**src/rtl/core/utf8dv_pkg.sv**
```systemverilog
// Shared types for the UTF-8 stream decoder and validator.
// Holds the queue entry layout and the queue flag group; no dependencies.
package utf8dv_pkg;

    // Width of the totals as they appear on the result ports.
    localparam int unsigned TOTAL_WIDTH = 32;
    localparam int unsigned CP_WIDTH    = 21;
    localparam int unsigned LEN_WIDTH   = 3;

    // One pending result item, as written by the front and read by the back.
    typedef struct packed {
        logic [CP_WIDTH-1:0]    code_point;
        logic [LEN_WIDTH-1:0]   char_bytes;
        logic                   char_done;
        logic                   status;
        logic [TOTAL_WIDTH-1:0] char_total;
        logic [TOTAL_WIDTH-1:0] byte_total;
        logic                   text_end;
    } t_result;

    // Fill flags of the queue between front and back.
    typedef struct packed {
        logic full;
        logic empty;
    } t_q_flags;

endpackage

```
**src/rtl/core/utf8dv_front.sv**
```systemverilog
// Front part: accepts bytes, validates strict UTF-8 and assembles codepoints.
// Writes one result item into the queue when one is due; uses utf8dv_pkg.
module utf8dv_front #(
    parameter int unsigned COUNT_WIDTH = 32
) (
    input  logic                 i_clk,
    input  logic                 i_rst_n,
    input  logic                 i_accept,
    input  logic [7:0]           i_data_byte,
    input  logic                 i_end_of_text,
    output logic                 o_push,
    output utf8dv_pkg::t_result  o_result
);
    import utf8dv_pkg::*;

    // Continuation byte bounds, general and after the lead bytes E0, ED, F0 and F4.
    localparam logic [7:0] CONT_LO   = 8'h80;
    localparam logic [7:0] CONT_HI   = 8'hBF;
    localparam logic [7:0] E0_LO     = 8'hA0;
    localparam logic [7:0] ED_HI     = 8'h9F;
    localparam logic [7:0] F0_LO     = 8'h90;
    localparam logic [7:0] F4_HI     = 8'h8F;
    localparam logic [COUNT_WIDTH-1:0] CNT_ONE = {{(COUNT_WIDTH-1){1'b0}}, 1'b1};

    logic [CP_WIDTH-1:0]    r_partial, n_partial;
    logic [1:0]             r_need, n_need;
    logic [LEN_WIDTH-1:0]   r_seq, n_seq;
    logic [7:0]             r_lo, n_lo;
    logic [7:0]             r_hi, n_hi;
    logic                   r_expect, n_expect;
    logic [COUNT_WIDTH-1:0] r_chars, n_chars;
    logic [COUNT_WIDTH-1:0] r_bytes, n_bytes;
    logic                   r_err, n_err;

    logic                   ok;
    logic                   done;
    logic [CP_WIDTH-1:0]    cp;
    logic [LEN_WIDTH-1:0]   len;
    logic [7:0]             lo;
    logic [7:0]             hi;
    logic [CP_WIDTH-1:0]    shifted;
    logic [COUNT_WIDTH-1:0] chars_inc;
    logic [COUNT_WIDTH-1:0] bytes_inc;
    logic [TOTAL_WIDTH-1:0] chars_out;
    logic [TOTAL_WIDTH-1:0] bytes_out;
    logic [TOTAL_WIDTH-1:0] chars_now;
    logic [TOTAL_WIDTH-1:0] bytes_now;

    // Counters advanced by one, for a counted byte or a completed character.
    assign chars_inc = r_chars + CNT_ONE;
    assign bytes_inc = r_bytes + CNT_ONE;

    // Totals on the ports show the low bits of the counters, zero-extended when the counters are narrower.
    if (COUNT_WIDTH >= TOTAL_WIDTH) begin : g_trunc
        assign chars_out = chars_inc[TOTAL_WIDTH-1:0];
        assign bytes_out = bytes_inc[TOTAL_WIDTH-1:0];
        assign chars_now = r_chars[TOTAL_WIDTH-1:0];
        assign bytes_now = r_bytes[TOTAL_WIDTH-1:0];
    end else begin : g_ext
        assign chars_out = {{(TOTAL_WIDTH-COUNT_WIDTH){1'b0}}, chars_inc};
        assign bytes_out = {{(TOTAL_WIDTH-COUNT_WIDTH){1'b0}}, bytes_inc};
        assign chars_now = {{(TOTAL_WIDTH-COUNT_WIDTH){1'b0}}, r_chars};
        assign bytes_now = {{(TOTAL_WIDTH-COUNT_WIDTH){1'b0}}, r_bytes};
    end

    assign lo      = r_expect ? r_lo : CONT_LO;
    assign hi      = r_expect ? r_hi : CONT_HI;
    assign shifted = {r_partial[CP_WIDTH-7:0], i_data_byte[5:0]};

    // Decode step for one accepted byte.
    always_comb begin
        n_partial = r_partial;
        n_need    = r_need;
        n_seq     = r_seq;
        n_lo      = r_lo;
        n_hi      = r_hi;
        n_expect  = r_expect;
        n_chars   = r_chars;
        n_bytes   = r_bytes;
        n_err     = r_err;
        ok        = 1'b1;
        done      = 1'b0;
        cp        = '0;
        len       = '0;
        o_push    = 1'b0;
        o_result  = '0;

        if (i_accept) begin
            if (r_err) begin
                // Bytes after an error are dropped until the final one.
                if (i_end_of_text) begin
                    o_push              = 1'b1;
                    o_result.status     = 1'b1;
                    o_result.text_end   = 1'b1;
                    o_result.char_total = chars_now;
                    o_result.byte_total = bytes_now;
                end
            end else begin
                if (r_need == 2'd0) begin
                    // Lead byte: set the sequence length and first continuation bounds.
                    n_expect = 1'b1;
                    case (i_data_byte) inside
                        [8'h00:8'h7F]: begin
                            cp       = {{(CP_WIDTH-8){1'b0}}, i_data_byte};
                            len      = 3'd1;
                            done     = 1'b1;
                            n_seq    = 3'd1;
                            n_expect = r_expect;
                        end
                        [8'hC2:8'hDF]: begin
                            n_partial = {{(CP_WIDTH-5){1'b0}}, i_data_byte[4:0]};
                            n_need = 2'd1; n_seq = 3'd2; n_lo = CONT_LO; n_hi = CONT_HI;
                        end
                        8'hE0: begin
                            n_partial = {{(CP_WIDTH-4){1'b0}}, i_data_byte[3:0]};
                            n_need = 2'd2; n_seq = 3'd3; n_lo = E0_LO; n_hi = CONT_HI;
                        end
                        8'hED: begin
                            n_partial = {{(CP_WIDTH-4){1'b0}}, i_data_byte[3:0]};
                            n_need = 2'd2; n_seq = 3'd3; n_lo = CONT_LO; n_hi = ED_HI;
                        end
                        [8'hE1:8'hEF]: begin
                            n_partial = {{(CP_WIDTH-4){1'b0}}, i_data_byte[3:0]};
                            n_need = 2'd2; n_seq = 3'd3; n_lo = CONT_LO; n_hi = CONT_HI;
                        end
                        8'hF0: begin
                            n_partial = {{(CP_WIDTH-3){1'b0}}, i_data_byte[2:0]};
                            n_need = 2'd3; n_seq = 3'd4; n_lo = F0_LO; n_hi = CONT_HI;
                        end
                        [8'hF1:8'hF3]: begin
                            n_partial = {{(CP_WIDTH-3){1'b0}}, i_data_byte[2:0]};
                            n_need = 2'd3; n_seq = 3'd4; n_lo = CONT_LO; n_hi = CONT_HI;
                        end
                        8'hF4: begin
                            n_partial = {{(CP_WIDTH-3){1'b0}}, i_data_byte[2:0]};
                            n_need = 2'd3; n_seq = 3'd4; n_lo = CONT_LO; n_hi = F4_HI;
                        end
                        default: begin
                            ok       = 1'b0;
                            n_expect = r_expect;
                        end
                    endcase
                end else if (i_data_byte < lo || i_data_byte > hi) begin
                    ok = 1'b0;
                end else begin
                    // Continuation byte: shift in six payload bits.
                    n_partial = shifted;
                    n_need    = r_need - 2'd1;
                    n_expect  = 1'b0;
                    if (r_need == 2'd1) begin
                        cp   = shifted;
                        len  = r_seq;
                        done = 1'b1;
                    end
                end

                if (ok) begin
                    n_bytes = bytes_inc;
                    if (done) begin
                        n_chars   = chars_inc;
                        n_partial = '0;
                    end
                end else begin
                    n_err     = 1'b1;
                    n_partial = '0;
                    n_need    = 2'd0;
                    n_expect  = 1'b0;
                end

                // A result is due for a completed codepoint, an error or the final byte.
                o_push              = i_end_of_text || done || !ok;
                o_result.code_point = done ? cp : '0;
                o_result.char_bytes = done ? len : '0;
                o_result.char_done  = done;
                o_result.status     = i_end_of_text ? (n_err || n_need != 2'd0) : !ok;
                o_result.char_total = done ? chars_out : chars_now;
                o_result.byte_total = ok ? bytes_out : bytes_now;
                o_result.text_end   = i_end_of_text;
            end

            // The final byte returns all per-text state to its reset values.
            if (i_end_of_text) begin
                n_partial = '0;
                n_need    = 2'd0;
                n_seq     = '0;
                n_lo      = CONT_LO;
                n_hi      = CONT_HI;
                n_expect  = 1'b0;
                n_chars   = '0;
                n_bytes   = '0;
                n_err     = 1'b0;
            end
        end
    end

    // Decoder state registers.
    always_ff @(posedge i_clk) begin
        if (!i_rst_n) begin
            r_partial <= '0;
            r_need    <= 2'd0;
            r_seq     <= '0;
            r_lo      <= CONT_LO;
            r_hi      <= CONT_HI;
            r_expect  <= 1'b0;
            r_chars   <= '0;
            r_bytes   <= '0;
            r_err     <= 1'b0;
        end else begin
            r_partial <= n_partial;
            r_need    <= n_need;
            r_seq     <= n_seq;
            r_lo      <= n_lo;
            r_hi      <= n_hi;
            r_expect  <= n_expect;
            r_chars   <= n_chars;
            r_bytes   <= n_bytes;
            r_err     <= n_err;
        end
    end

endmodule

```
**src/rtl/core/utf8dv_queue.sv**
```systemverilog
// Short queue of result items between the front and the back.
// Register array with read and write pointers; uses utf8dv_pkg.
module utf8dv_queue #(
    parameter int unsigned DEPTH = 4
) (
    input  logic                 i_clk,
    input  logic                 i_rst_n,
    input  logic                 i_push,
    input  utf8dv_pkg::t_result  i_result,
    input  logic                 i_pop,
    output utf8dv_pkg::t_result  o_result,
    output utf8dv_pkg::t_q_flags o_flags
);
    import utf8dv_pkg::*;

    localparam int unsigned PTR_W = (DEPTH > 1) ? $clog2(DEPTH) : 1;
    localparam int unsigned CNT_W = $clog2(DEPTH + 1);
    localparam logic [PTR_W-1:0] PTR_LAST = PTR_W'(DEPTH - 1);
    localparam logic [CNT_W-1:0] CNT_FULL = CNT_W'(DEPTH);

    t_result          r_mem [DEPTH];
    logic [PTR_W-1:0] r_wr, n_wr;
    logic [PTR_W-1:0] r_rd, n_rd;
    logic [CNT_W-1:0] r_cnt, n_cnt;
    logic             do_push;
    logic             do_pop;

    assign o_flags.full  = (r_cnt == CNT_FULL);
    assign o_flags.empty = (r_cnt == '0);
    assign do_push       = i_push && !o_flags.full;
    assign do_pop        = i_pop && !o_flags.empty;
    assign o_result      = r_mem[r_rd];

    // Pointer and fill count update.
    always_comb begin
        n_wr  = r_wr;
        n_rd  = r_rd;
        n_cnt = r_cnt;
        if (do_push) begin
            n_wr = (r_wr == PTR_LAST) ? '0 : r_wr + 1'b1;
        end
        if (do_pop) begin
            n_rd = (r_rd == PTR_LAST) ? '0 : r_rd + 1'b1;
        end
        if (do_push && !do_pop) begin
            n_cnt = r_cnt + 1'b1;
        end else if (do_pop && !do_push) begin
            n_cnt = r_cnt - 1'b1;
        end
    end

    always_ff @(posedge i_clk) begin
        if (!i_rst_n) begin
            r_wr  <= '0;
            r_rd  <= '0;
            r_cnt <= '0;
        end else begin
            r_wr  <= n_wr;
            r_rd  <= n_rd;
            r_cnt <= n_cnt;
        end
    end

    // Entry storage needs no reset.
    always_ff @(posedge i_clk) begin
        if (do_push) begin
            r_mem[r_wr] <= i_result;
        end
    end

endmodule

```
**src/rtl/core/utf8dv_back.sv**
```systemverilog
// Back part: takes result items from the queue, classifies the codepoint
// and holds the item in the output register; uses utf8dv_pkg.
module utf8dv_back (
    input  logic                 i_clk,
    input  logic                 i_rst_n,
    input  utf8dv_pkg::t_result  i_result,
    input  utf8dv_pkg::t_q_flags i_flags,
    input  logic                 i_stall,
    output logic                 o_pop,
    output logic                 o_valid,
    output utf8dv_pkg::t_result  o_result,
    output logic                 o_is_control,
    output logic                 o_is_space
);
    import utf8dv_pkg::*;

    logic    r_valid, n_valid;
    t_result r_result;
    logic    r_ctrl;
    logic    r_space;
    logic    ctrl;
    logic    space;
    logic    load;

    // Control and whitespace classes of a completed codepoint.
    always_comb begin
        ctrl  = 1'b0;
        space = 1'b0;
        if (i_result.char_done) begin
            ctrl = (i_result.code_point <= 21'h1F) || (i_result.code_point == 21'h7F) ||
                   (i_result.code_point >= 21'h80 && i_result.code_point <= 21'h9F);
            space = (i_result.code_point >= 21'h09 && i_result.code_point <= 21'h0D) ||
                    (i_result.code_point >= 21'h2000 && i_result.code_point <= 21'h200A) ||
                    (i_result.code_point == 21'h20) || (i_result.code_point == 21'h85) ||
                    (i_result.code_point == 21'hA0) || (i_result.code_point == 21'h1680) ||
                    (i_result.code_point == 21'h2028) || (i_result.code_point == 21'h2029) ||
                    (i_result.code_point == 21'h202F) || (i_result.code_point == 21'h205F) ||
                    (i_result.code_point == 21'h3000);
        end
    end

    // The output register refills whenever the queue holds an item and the register is empty or being taken.
    assign load    = !i_flags.empty && (!r_valid || !i_stall);
    assign o_pop   = load;
    assign n_valid = load ? 1'b1 : (r_valid && i_stall);

    always_ff @(posedge i_clk) begin
        if (!i_rst_n) begin
            r_valid <= 1'b0;
        end else begin
            r_valid <= n_valid;
        end
    end

    always_ff @(posedge i_clk) begin
        if (load) begin
            r_result <= i_result;
            r_ctrl   <= ctrl;
            r_space  <= space;
        end
    end

    assign o_valid      = r_valid;
    assign o_result     = r_result;
    assign o_is_control = r_ctrl;
    assign o_is_space   = r_space;

endmodule

```
**src/rtl/core/utf8_stream_decoder_validator_unit.sv**
```systemverilog
// Top level of the strict UTF-8 stream decoder and validator.
// Instantiates utf8dv_front, utf8dv_queue and utf8dv_back; uses utf8dv_pkg.
//
//   Channel  Direction  Handshake           Payload
//   input    in         i_valid / o_stall   i_data_byte, i_end_of_text
//   output   out        o_valid / i_stall   o_code_point .. o_text_end
//
// One byte is taken every cycle while o_stall is low; the front decodes it in that
// cycle and its result, if any, is written into the result queue and enters the
// output register from there when the output register is free.
// The front decode step is the only loop carried from byte to byte.
// o_stall rises only when the result queue (QUEUE_DEPTH items) is full.
// Reset is synchronous and active low and empties the queue and output.
module utf8_stream_decoder_validator_unit #(
    parameter int unsigned COUNT_WIDTH = 32,
    parameter int unsigned QUEUE_DEPTH = 4
) (
    input  logic        i_clk,
    input  logic        i_rst_n,
    input  logic        i_valid,
    output logic        o_stall,
    input  logic [7:0]  i_data_byte,
    input  logic        i_end_of_text,
    output logic        o_valid,
    input  logic        i_stall,
    output logic [20:0] o_code_point,
    output logic [2:0]  o_char_bytes,
    output logic        o_char_done,
    output logic        o_is_control,
    output logic        o_is_space,
    output logic        o_status,
    output logic [31:0] o_char_total,
    output logic [31:0] o_byte_total,
    output logic        o_text_end
);
    import utf8dv_pkg::*;

    logic     accept;
    logic     push;
    logic     pop;
    t_result  front_res;
    t_result  queue_res;
    t_result  out_res;
    t_q_flags q_flags;

    // The input side stalls only on a full queue.
    assign o_stall = q_flags.full;
    assign accept  = i_valid && !q_flags.full;

    utf8dv_front #(
        .COUNT_WIDTH (COUNT_WIDTH)
    ) u_front (
        .i_clk         (i_clk),
        .i_rst_n       (i_rst_n),
        .i_accept      (accept),
        .i_data_byte   (i_data_byte),
        .i_end_of_text (i_end_of_text),
        .o_push        (push),
        .o_result      (front_res)
    );

    utf8dv_queue #(
        .DEPTH (QUEUE_DEPTH)
    ) u_queue (
        .i_clk    (i_clk),
        .i_rst_n  (i_rst_n),
        .i_push   (push),
        .i_result (front_res),
        .i_pop    (pop),
        .o_result (queue_res),
        .o_flags  (q_flags)
    );

    utf8dv_back u_back (
        .i_clk        (i_clk),
        .i_rst_n      (i_rst_n),
        .i_result     (queue_res),
        .i_flags      (q_flags),
        .i_stall      (i_stall),
        .o_pop        (pop),
        .o_valid      (o_valid),
        .o_result     (out_res),
        .o_is_control (o_is_control),
        .o_is_space   (o_is_space)
    );

    assign o_code_point = out_res.code_point;
    assign o_char_bytes = out_res.char_bytes;
    assign o_char_done  = out_res.char_done;
    assign o_status     = out_res.status;
    assign o_char_total = out_res.char_total;
    assign o_byte_total = out_res.byte_total;
    assign o_text_end   = out_res.text_end;

`ifndef ASSERT_OFF
    // The front never writes a result into a full queue.
    a_no_overflow: assert property (@(posedge i_clk) disable iff (!i_rst_n)
        q_flags.full |-> !push)
        else $error("result written into a full queue");

    // A completed codepoint never comes with an invalid status.
    a_done_valid: assert property (@(posedge i_clk) disable iff (!i_rst_n)
        (o_valid && o_char_done) |-> (!o_status && o_char_bytes != 3'd0))
        else $error("completed codepoint with bad status or no length");

    // A one-byte character is always ASCII.
    a_ascii_len: assert property (@(posedge i_clk) disable iff (!i_rst_n)
        (o_valid && o_char_done && o_char_bytes == 3'd1) |-> (o_code_point <= 21'h7F))
        else $error("one-byte character above the ASCII range");
`endif

endmodule
```
**config.mk**
```make
export PLATFORM = sky130hd
export DESIGN_NAME = utf8_stream_decoder_validator_unit
export DESIGN_NICKNAME = d
export VERILOG_FILES = /design/src/rtl/core/utf8dv_pkg.sv /design/src/rtl/core/utf8dv_front.sv /design/src/rtl/core/utf8dv_queue.sv /design/src/rtl/core/utf8dv_back.sv /design/src/rtl/core/utf8_stream_decoder_validator_unit.sv
export SDC_FILE = /design/constraint.sdc
export NUM_CORES = 1
export LEC_CHECK = 0
export ABC_CLOCK_PERIOD_IN_PS = 11370
export BUFFER_PORTS_ARGS = -buffer_cell sky130_fd_sc_hd__clkbuf_2
export CAP_MARGIN = 20
export CELL_PAD_IN_SITES_DETAIL_PLACEMENT = 1
export CELL_PAD_IN_SITES_GLOBAL_PLACEMENT = 1
export CORE_MARGIN = 8
export CORE_UTILIZATION = 30
export DETAILED_ROUTE_END_ITERATION = 8
export PLACE_DENSITY_LB_ADDON = 0.1
export REMOVE_ABC_BUFFERS = 1
export SLEW_MARGIN = 10
export SYNTH_ARGS = -nofsm -noshare
export SYNTH_HDL_FRONTEND = slang
export SYNTH_SLANG_ARGS = --single-unit
```
**constraint.sdc**
```tcl
create_clock -name i_clk -period 11.37 [get_ports i_clk]
set_input_delay 1.137 -clock i_clk [delete_from_list [all_inputs] [get_ports i_clk]]
set_output_delay 1.137 -clock i_clk [all_outputs]
set_load 0.005 [all_outputs]
```
==> results of run 1 <==
-- layout by cell type, fill, tap and decap left out, types with 6 or more instances in the layout --
cell type / count
clkbuf_1: 17
nand2_1: 124
mux2i_1: 11
o21ai_0: 41
nor2_1: 77
o211ai_1: 20
a22o_1: 11
or3_1: 19
nor3_1: 29
xor2_1: 7
clkbuf_16: 68
o22ai_1: 10
a22oi_1: 17
a21o_1: 9
o2111ai_1: 8
inv_1: 33
clkinv_2: 10
nor4_1: 8
xnor2_1: 6
and2_1: 22
or4_1: 14
and3_1: 30
nand4_1: 23
a21oi_1: 66
a31oi_1: 66
buf_4: 30
ha_1: 13
o21ai_1: 6
clkbuf_2: 107
and4_1: 7
dfxtp_1: 98
nand3_1: 56
clkinv_1: 9
edfxtp_1: 457
mux4_2: 91
-- cell type report --
cell class                      instances  area, sq um
Fill cell                            8037        51100
Sequential cell                       557        15700
Multi-Input combinational cell        917         7320
Clock buffer                           87         1790
Tap cell                             1050         1310
Timing Repair Buffer                  139          808
Clock inverter                         32          284
Inverter                               36          138
Antenna cell                            1         2.50
-- worst max path at each step --
stage          slack (ns)              endpoint
3_5_place_dp         6.04  u_queue.r_mem[3][60]
5_1_grt              6.50  u_queue.r_mem[3][11]
3_3_place_gp         5.71  u_queue.r_mem[3][62]
4_1_cts              6.67  u_queue.r_mem[3][52]
6_report             6.75  u_queue.r_mem[3][55]
2_1_floorplan        3.03   u_queue.r_mem[0][0]
-- power by group through the flow --
stage | logic (mW) | registers (mW) | clock network, mW
after global routing | 1.42 | 2.90 | 2.19
after global placement | 1.34 | 2.89 | 0
after detailed placement | 1.35 | 2.90 | 0
after floorplan | 0.731 | 2.96 | 0
after CTS | 1.36 | 2.86 | 2.12
final | 1.29 | 2.85 | 2.04
-- tightest hold or removal path, cell delays in order (launching register included) --
cell	delay [ns]
dfxtp_1	0.31
nand2_1	0.05
a21oi_1	0.05
-- kinds of logic after synthesis --
kind of cell    synth area share
flops                      0.665
simple gates               0.101
xor+xnor                 0.00482
mux                       0.0914
fa+ha+maj                0.00773
compound gates             0.103
buf+inv                   0.0270
-- metal layers --
metal	vias to the layer above	track usage	wire, um
met5	-	0	0
met1	7587	0.197	30100
li1	6629	-	-
met3	101	0.0262	2710
met4	0	0.0512	1690
met2	296	0.242	30800
-- sequential cells by signal (all words and copies together) (netlist names), 2 cells and up, named ones only --
name,cells
u_front.r_lo,2
u_queue.r_rd,2
u_queue.r_cnt,3
u_front.bytes_now,32
u_front.r_hi,2
u_queue.r_wr,2
u_front.chars_now,32
u_front.r_need,2
u_back.o_result,91
u_queue.r_mem,364
u_front.r_seq,3
u_front.r_partial,15
==> metrics.md, run 1 <==
| Metric | Value |
|---|---|
| Run status | `completed` |
| Place WS | `6.04 ns` |
| Nets | `1,744` |
| Switching Power | `1.78 mW` |
| Vias in the first global route | `15,600` |
| Worst Setup End Kind | `flip-flop` |
| Sequential power share | `0.461` |
| Routed vias | `14,600` |
| CTS tree | `done` |
| R2R setup slack | `6.81 ns` |
| Final Non-Filler Cells | `2,819` |
| Min Hold Slack | `0.462 ns` |
| Area leader, netlist | `edfxtp_1` |
| Post-synth top flop | `edfxtp_1` |
| Clk buf depth | `3` |
| Antenna violations before repair | `0` |
| FF-to-FF End | `u_queue.r_mem[3][55]` |
| Synth Register Bits | `557` |
| Final period util | `0.407` |
| Worst EP arrival | `4.84 ns` |
| Worst-path cell chain | `clkbuf_2 -> inv_1 -> nor3_4 -> buf_4 -> a31oi_2 -> nor2b_4 -> buf_4 -> buf_4` |
| Synthesized cell area | `0.0236 sq mm` |
| CP peak stage delay | `0.68 ns` |
| Final setup fails | `0` |
| Relative slew slack | `0.301` |
| Max-cap violations | `0` |
| DPL Wire Length | `41.1 mm` |
| Ratio of cells with drive above 1 in the final layout | `0.213` |
| CP startpoint kind | `input port` |
| Die span in y | `297 um` |
| Worst-margin pin slew | `1.05 ns` |
| Antenna Nets Post-Route | `0` |
| H-tree level count | `3` |
| Synth warn | `0` |
| Clk pwr share | `0.330` |
| First-pass iteration count of the detailed router | `5` |
| Die ar. | `0.0880 sq mm` |
| Gate count of the mapped netlist | `1,615` |
| Reg2Reg Depth | `8` |
| Post-cts repair resize count | `0` |
| Largest net degree at the start of global routing | `61` |
| Fin. Hold Viols | `0` |
| Row Count | `103` |
| Die Span X | `297 um` |
| Yosys cell types | `91` |
| Worst hold stages | `2` |
| Sw frac | `0.288` |
| Synth cell count leaders | `edfxtp_1, nand2_1, dfxtp_1` |
| Kind of critical path | `in2reg` |
| Combinational power share | `0.209` |
| Post-DP Area | `0.0253 sq mm` |
| Total grt overflow | `0` |
| Core area | `0.0785 sq mm` |
| CP Launch Point | `i_valid` |
| Clock root buffer | `clkbuf_16` |
| Hold EP | `u_front.r_seq[1]` |
| CP max stage cell | `buf_4` |
| Most frequent CP cell | `buf_4` |
| Pwr/cell area | `225 mW/mm^2` |
| Pwr Total | `6.18 mW` |
| Post-route cell area | `0.0274 sq mm` |
| Asr flop ratio synth | `0` |
| Max Clk Rate | `0.216 GHz` |
| Initial core utilization | `0.301` |
| Hold buffers post-CTS | `0` |
| Total global-route track usage | `0.148` |
| Final Critical Period | `4.62 ns` |
| Top cell type's share of synthesized area | `0.581` |
| RSZ-0062 raised after global routing | `false` |
| Post-CTS Setup Inserts | `0` |
| Vias/cell | `5.18` |
| Worst VDD drop | `99.9 uV` |
| Required time worst endpoint | `11.59 ns` |
| Routability cong. | `0.805` |
| Slew Limit Fails | `0` |
| CP top delay family | `buffers and inverters` |
| CTS Buf Count | `66` |
| Static Leak | `8.73 nW` |
| Average size of a mapped cell | `14.6 sq um` |
| First-pass GRT wire length | `99.4 mm` |
| Clk sinks | `557` |
| Worst hold path class | `reg2reg` |
| Int Power | `4.40 mW` |
| Register area share after synthesis | `0.665` |
| Number of synthesized flops with an enable pin | `457` |
| Setup_tns | `0 ns` |
| Fin Clk Skew | `0.0302 ns` |
| DRC violations left | `0` |
| WL/cell | `23.2 um` |
| I/O pin count | `108` |
| Top area cells in the synthesized netlist | `edfxtp_1, mux4_2, dfxtp_1` |
| Crit path depth | `8` |
| Crit-path max FO | `59` |
| Count leader, synth | `edfxtp_1` |
| Final Core Density | `0.349` |
| CTS clock-pin slew for the worst setup and hold paths | `0.06 ns` |
| Area Growth Syn to Fin | `15.9%` |
| Placed cell count | `2,698` |
| Initial DRC Count | `750` |
| CP Buf/Inv Count | `5` |
| Hold_sp | `u_front.r_seq[1]` |
| Final WS setup | `6.75 ns` |
| R2R Path Start | `u_queue.r_cnt[0]` |
| I/O Buffers | `107` |
| Clk_lat worst skew | `0.60 ns` |
| Final WL | `65.4 mm` |
Power figures use the tool's default switching activity.
==> run 2: changes to the inputs <==
ABC_CLOCK_PERIOD_IN_PS = 4200   (was 11370)
clock period = 4.2 ns   (was 11.37 ns; I/O delays follow)
==> run 2 against run 1 <==
  * Final cell count is 0.85% higher
  * Die area stayed put
  * Via count is 0.14% lower
  * Non-clock buffer count is 20 higher
  * Core utilization is 0.22 points higher
  * Largest cell class unchanged
  * Highest routed layer is now met5
  * Critical endpoint is now u_queue.r_mem[3][46]
  * Clock power grew to 2.7 times the previous value
  * First-iteration DRC count is 14% higher
  * Setup slack worse by 6.1 ns
==> metrics.md, run 2 (synthesis results as in run 1) <==
| Metric | Value |
|---|---|
| Run status | `completed` |
| Most frequent cells in the layout | `edfxtp_1, nand2_1, clkbuf_2` |
| CTS tree | `done` |
| Post-route cell area | `0.0276 sq mm` |
| Total global-route track usage | `0.148` |
| Clk buf depth | `3` |
| DRC violations left | `0` |
| Routed vias | `14,600` |
| Worst EP arrival | `3.90 ns` |
| Clk sinks | `557` |
| Largest net degree at the start of global routing | `95` |
| Setup_tns | `0 ns` |
| Kind of critical path | `reg2reg` |
| Vias/cell | `5.13` |
| Pwr/cell area | `608 mW/mm^2` |
| Total grt overflow | `0` |
| Row Count | `103` |
| Pwr Total | `16.8 mW` |
| Vias in the first global route | `15,700` |
| Ratio of cells with drive above 1 in the final layout | `0.220` |
| Max Clk Rate | `0.282 GHz` |
| Fin Clk Skew | `0.0307 ns` |
| I/O pin count | `108` |
| Worst hold path class | `in2reg` |
| Area Growth Syn to Fin | `16.7%` |
| Initial DRC Count | `856` |
| First-pass iteration count of the detailed router | `4` |
| Slew Limit Fails | `0` |
| Final WL | `65.2 mm` |
| WL/cell | `22.9 um` |
| First-pass GRT wire length | `99.6 mm` |
| Required time worst endpoint | `4.55 ns` |
| H-tree level count | `3` |
| Routability cong. | `0.787` |
| Clock root buffer | `clkbuf_16` |
| Antenna Nets Post-Route | `0` |
| Core area | `0.0785 sq mm` |
| Fin. Hold Viols | `0` |
| Die ar. | `0.0880 sq mm` |
| CTS clock-pin slew for the worst setup and hold paths | `0.06 ns` |
| Final Critical Period | `3.54 ns` |
| Final setup fails | `0` |
| Post-cts repair resize count | `0` |
| Static Leak | `8.84 nW` |
| Worst-margin pin slew | `1.04 ns` |
| Crit-path max FO | `39` |
| Commonest non-fill, non-tap cell in the layout | `edfxtp_1` |
| Antenna violations before repair | `1` |
| Post-DP Area | `0.0255 sq mm` |
| Die Span X | `297 um` |
| Clk_lat worst skew | `0.60 ns` |
| # fillers | `8,080` |
| CP startpoint kind | `flip-flop` |
| Die span in y | `297 um` |
| RSZ-0062 raised after global routing | `false` |
| CTS Buf Count | `66` |
| Nets | `1,764` |
| Hold buffers post-CTS | `0` |
| Relative slew slack | `0.306` |
| Post-CTS Setup Inserts | `0` |
| Initial core utilization | `0.301` |
| Worst VDD drop | `330 uV` |
| I/O Buffers | `107` |
| Max FFs per register | `364` |
| Max-cap violations | `0` |
| DPL Wire Length | `40.2 mm` |
| Top reg by flops | `u_queue.r_mem` |
| Final period util | `0.844` |
| Worst Setup End Kind | `flip-flop` |
==> run 2: worst max-delay path: stages, from the launching register on <==
cell	delay (ns)
dfxtp_1	0.35
inv_1	0.11
ha_1	0.52
nor2b_1	0.61
a41o_2	0.82
nand4_1	0.33
or3_1	0.38
o21ai_0	0.16
==> run 2: area by class of cell <==
class	count	area [sq um]	share of cell area
multi-input cells	917	7320	0.265
diodes	4	10.0	0.000363
clock buffers	88	1770	0.0640
inverters	36	138	0.00499
repair buffers	159	1000	0.0363
clock inverters	32	293	0.0106
well taps	1050	1310	0.0477
flip-flops and latches	557	15700	0.571
==> run 2: stage by stage <==
step / cells / util / setup WS, ns / hold slack, ns
after detailed placement: 2718 / 0.325 / 0.681 / 0.453
after CTS: 2838 / 0.351 / 0.696 / 0.0582
after floorplan: 1510 / - / -3.59 / 0.427
final: 2843 / 0.351 / 0.655 / 0.0979
after global routing: 2839 / 0.351 / 0.387 / 0.0742
after global placement: 2718 / 0.325 / 0.765 / 0.442
==> run 2: path summary, 6_finish.rpt <==
kind | startpoint | end | slack, ns | cells after the start
worst max-delay path | u_front.r_need[0] | u_queue.r_mem[3][46] | 0.66 | 7
worst min-delay path | i_stall | u_back.o_valid | 0.1 | 3
worst max register to register | u_front.r_need[0] | u_queue.r_mem[3][46] | 0.66 | 7
worst min register to register | u_front.r_lo[5] | u_front.r_lo[5] | 0.46 | 2
==> run 2: metal layers <==
layer,track usage,wire length [um],vias up,share of wire
met5,0,13,-,0.00020
met4,0.0455,1390,2,0.021
met3,0.0234,2450,92,0.038
met2,0.250,31600,216,0.48
met1,0.196,29800,7606,0.46
li1,-,-,6676,-
==> run 2: where the power goes <==
group,switching [mW],leakage (nW),internal (mW)
sequential,0.391,4.94,7.26
clock,2.25,1.00,3.22
combinational,2.15,2.89,1.49
total,4.80,8.84,12.0
==> run 3: changes to the inputs <==
ABC_CLOCK_PERIOD_IN_PS = 3300   (was 4200)
clock period = 3.3 ns   (was 4.2 ns; I/O delays follow)
==> run 3 against run 2 <==
  * Register-to-register slack worse by 0.34 ns
  * Critical path type unchanged
  * Sequential cell count stayed put
  * Global-route usage is 0.16 points higher
  * Highest routed layer is now met4
  * Die area stayed put
  * Maximum frequency is 19% higher
  * Clock skew is 0.0034 ns higher
  * Worst hold slack worse by 0.027 ns
  * Sequential power is 26% higher
==> metrics.md, run 3 (synthesis results as in run 1) <==
| Metric | Value |
|---|---|
| RSZ-0062 raised after global routing | `false` |
| Setup_tns | `0 ns` |
| GR Util met1 | `0.198` |
| Storage cell area | `0.0157 sq mm` |
| Nets | `1,785` |
| Worst EP arrival | `3.51 ns` |
| Initial core utilization | `0.301` |
| WL/cell | `23.0 um` |
| Final period util | `0.905` |
| Most frequent cells in the layout | `edfxtp_1, nand2_1, clkbuf_2` |
| Clock root buffer | `clkbuf_16` |
| Post-DP Area | `0.0258 sq mm` |
| Worst hold path class | `in2reg` |
| CTS tree | `done` |
| Final WL | `65.9 mm` |
| Total grt overflow | `0` |
| Sequential power share | `0.444` |
| Max FFs per register | `364` |
| Worst VDD drop | `435 uV` |
| Run status | `completed` |
| Clk buf depth | `3` |
| Switching Power | `6.39 mW` |
| Final WS setup | `0.313 ns` |
| Int Power | `15.4 mW` |
| Pwr Total | `21.8 mW` |
| Antenna violations before repair | `1` |
| GRT met2 Usage | `0.254` |
| Max-cap violations | `0` |
| I/O pin count | `108` |
| Worst Setup End Kind | `flip-flop` |
| FF-to-FF End | `u_queue.r_cnt[2]` |
| Clk sinks | `557` |
| Max Clk Rate | `0.335 GHz` |
| First-pass iteration count of the detailed router | `4` |
| Place WS | `0.265 ns` |
| Antenna Nets Post-Route | `0` |
| Die ar. | `0.0880 sq mm` |
| Fin. Hold Viols | `0` |
| Initial DRC Count | `817` |
| Area of the multi-input gates | `0.00732 sq mm` |
| Worst-margin pin slew | `0.756 ns` |
| Routability cong. | `0.782` |
| Clk_lat worst skew | `0.63 ns` |
| I/O Buffers | `107` |
| R2R setup slack | `0.31 ns` |
| Met3 Use GR | `0.0241` |
| Final setup fails | `0` |
| Sw frac | `0.294` |
| Commonest non-fill, non-tap cell in the layout | `edfxtp_1` |
| Kind of critical path | `reg2reg` |
| Required time worst endpoint | `3.82 ns` |
| Area Growth Syn to Fin | `18.4%` |
| Slew Limit Fails | `0` |
| Post-CTS Setup Inserts | `0` |
| Worst Setup EP | `u_queue.r_cnt[2]` |
| Relative slew slack | `0.496` |
| Post-route cell area | `0.0280 sq mm` |
| Core area | `0.0785 sq mm` |
| CP Launch Point | `u_front.r_need[0]` |
| R2R Path Start | `u_front.r_need[0]` |
| Total global-route track usage | `0.150` |
| Combinational power share | `0.223` |
| Vias in the first global route | `15,600` |
| First-pass GRT wire length | `101 mm` |
| Reg2Reg Depth | `12` |
| CTS clock-pin slew for the worst setup and hold paths | `0.06 ns` |
| Die Span X | `297 um` |
| CP startpoint kind | `flip-flop` |
| Fin Clk Skew | `0.0341 ns` |
| Row Count | `103` |
| # fillers | `8,024` |
| Clk pwr share | `0.334` |
| Largest net degree at the start of global routing | `59` |
| DRC violations left | `0` |
| H-tree level count | `3` |
| CTS Buf Count | `66` |
| Static Leak | `9.01 nW` |
| Gr busiest metal | `met2` |
| Routed vias | `14,700` |
| Final Critical Period | `2.99 ns` |
| Top reg by flops | `u_queue.r_mem` |
| Vias/cell | `5.15` |
| DPL Wire Length | `41.0 mm` |
| Pwr/cell area | `778 mW/mm^2` |
| Ratio of cells with drive above 1 in the final layout | `0.232` |
| Crit-path max FO | `10` |
| Die span in y | `297 um` |
## run 3: changes by cell type in the layout (fill, tap and decap cells not counted), sizes merged, moves of 3 or more
| cell | delta |
|---|---|
| clkinvlp | +6 |
| buf | +21 |
| diode | -3 |
| clkbuf | -5 |
## run 3: worst min-delay path by stage
stage	startpoint	end	slack, ns	cells past startpoint
after floorplan	i_rst_n	u_front.r_hi[4]	0.39	1
after global placement	u_front.r_seq[1]	u_front.r_seq[1]	0.45	2
after detailed placement	u_front.r_partial[12]	u_front.r_partial[12]	0.46	1
after CTS	i_rst_n	u_front.r_hi[4]	0.04	2
after global routing	i_rst_n	u_front.r_hi[4]	0.07	2
final	i_rst_n	u_front.r_hi[4]	0.07	2
## run 3: metal layers
metal / routed length, um / part of all wire / vias to the layer above
li1: - / - / 6730
met1: 29800 / 0.45 / 7701
met2: 32200 / 0.49 / 222
met3: 2400 / 0.036 / 80
met4: 1470 / 0.022 / 0
met5: 0 / 0 / -
## run 3: per-stage QoR
| step | cells | hold WS [ns] | util |
|---|---|---|---|
| 5_1_grt | 2862 | 0.0734 | 0.356 |
| 2_1_floorplan | 1510 | 0.392 | - |
| 3_5_place_dp | 2739 | 0.459 | 0.328 |
| 4_1_cts | 2862 | 0.0368 | 0.356 |
| 3_3_place_gp | 2739 | 0.445 | 0.328 |
| 6_report | 2863 | 0.0711 | 0.356 |
## run 3: power by group through the flow
stage	sequential (mW)	combinational (mW)	clock, mW
4_1_cts	9.70	5.09	7.54
6_report	9.66	4.84	7.26
2_1_floorplan	10.2	2.52	0
3_5_place_dp	9.83	5.04	0
3_3_place_gp	9.79	5.04	0
5_1_grt	9.81	5.34	7.80
## run 3: repair_timing
action	4_1_cts	5_1_grt
hold buffers	1	0
endpoints found under the hold margin	1	0
resized for setup	0	1
endpoints found under the setup margin	0	1
## run 3: critical path: stages, from the launching register on
cell	delay, ns
dfxtp_1	0.35
inv_1	0.10
ha_1	0.45
nor2b_2	0.37
a22o_1	0.19
a31oi_2	0.06
inv_1	0.08
ha_1	0.18
inv_1	0.07
fa_1	0.43
xor2_1	0.17
or3_1	0.31
a21oi_1	0.16
## run 3: final cells by class
type                            instances  share of cell area
Sequential cell                       557               0.562
Timing Repair Buffer                  180              0.0460
Antenna cell                            1           0.0000894
Clock buffer                           84              0.0622
Multi-Input combinational cell        917               0.262
Inverter                               36             0.00492
Clock inverter                         38              0.0160
Tap cell                             1050              0.0470
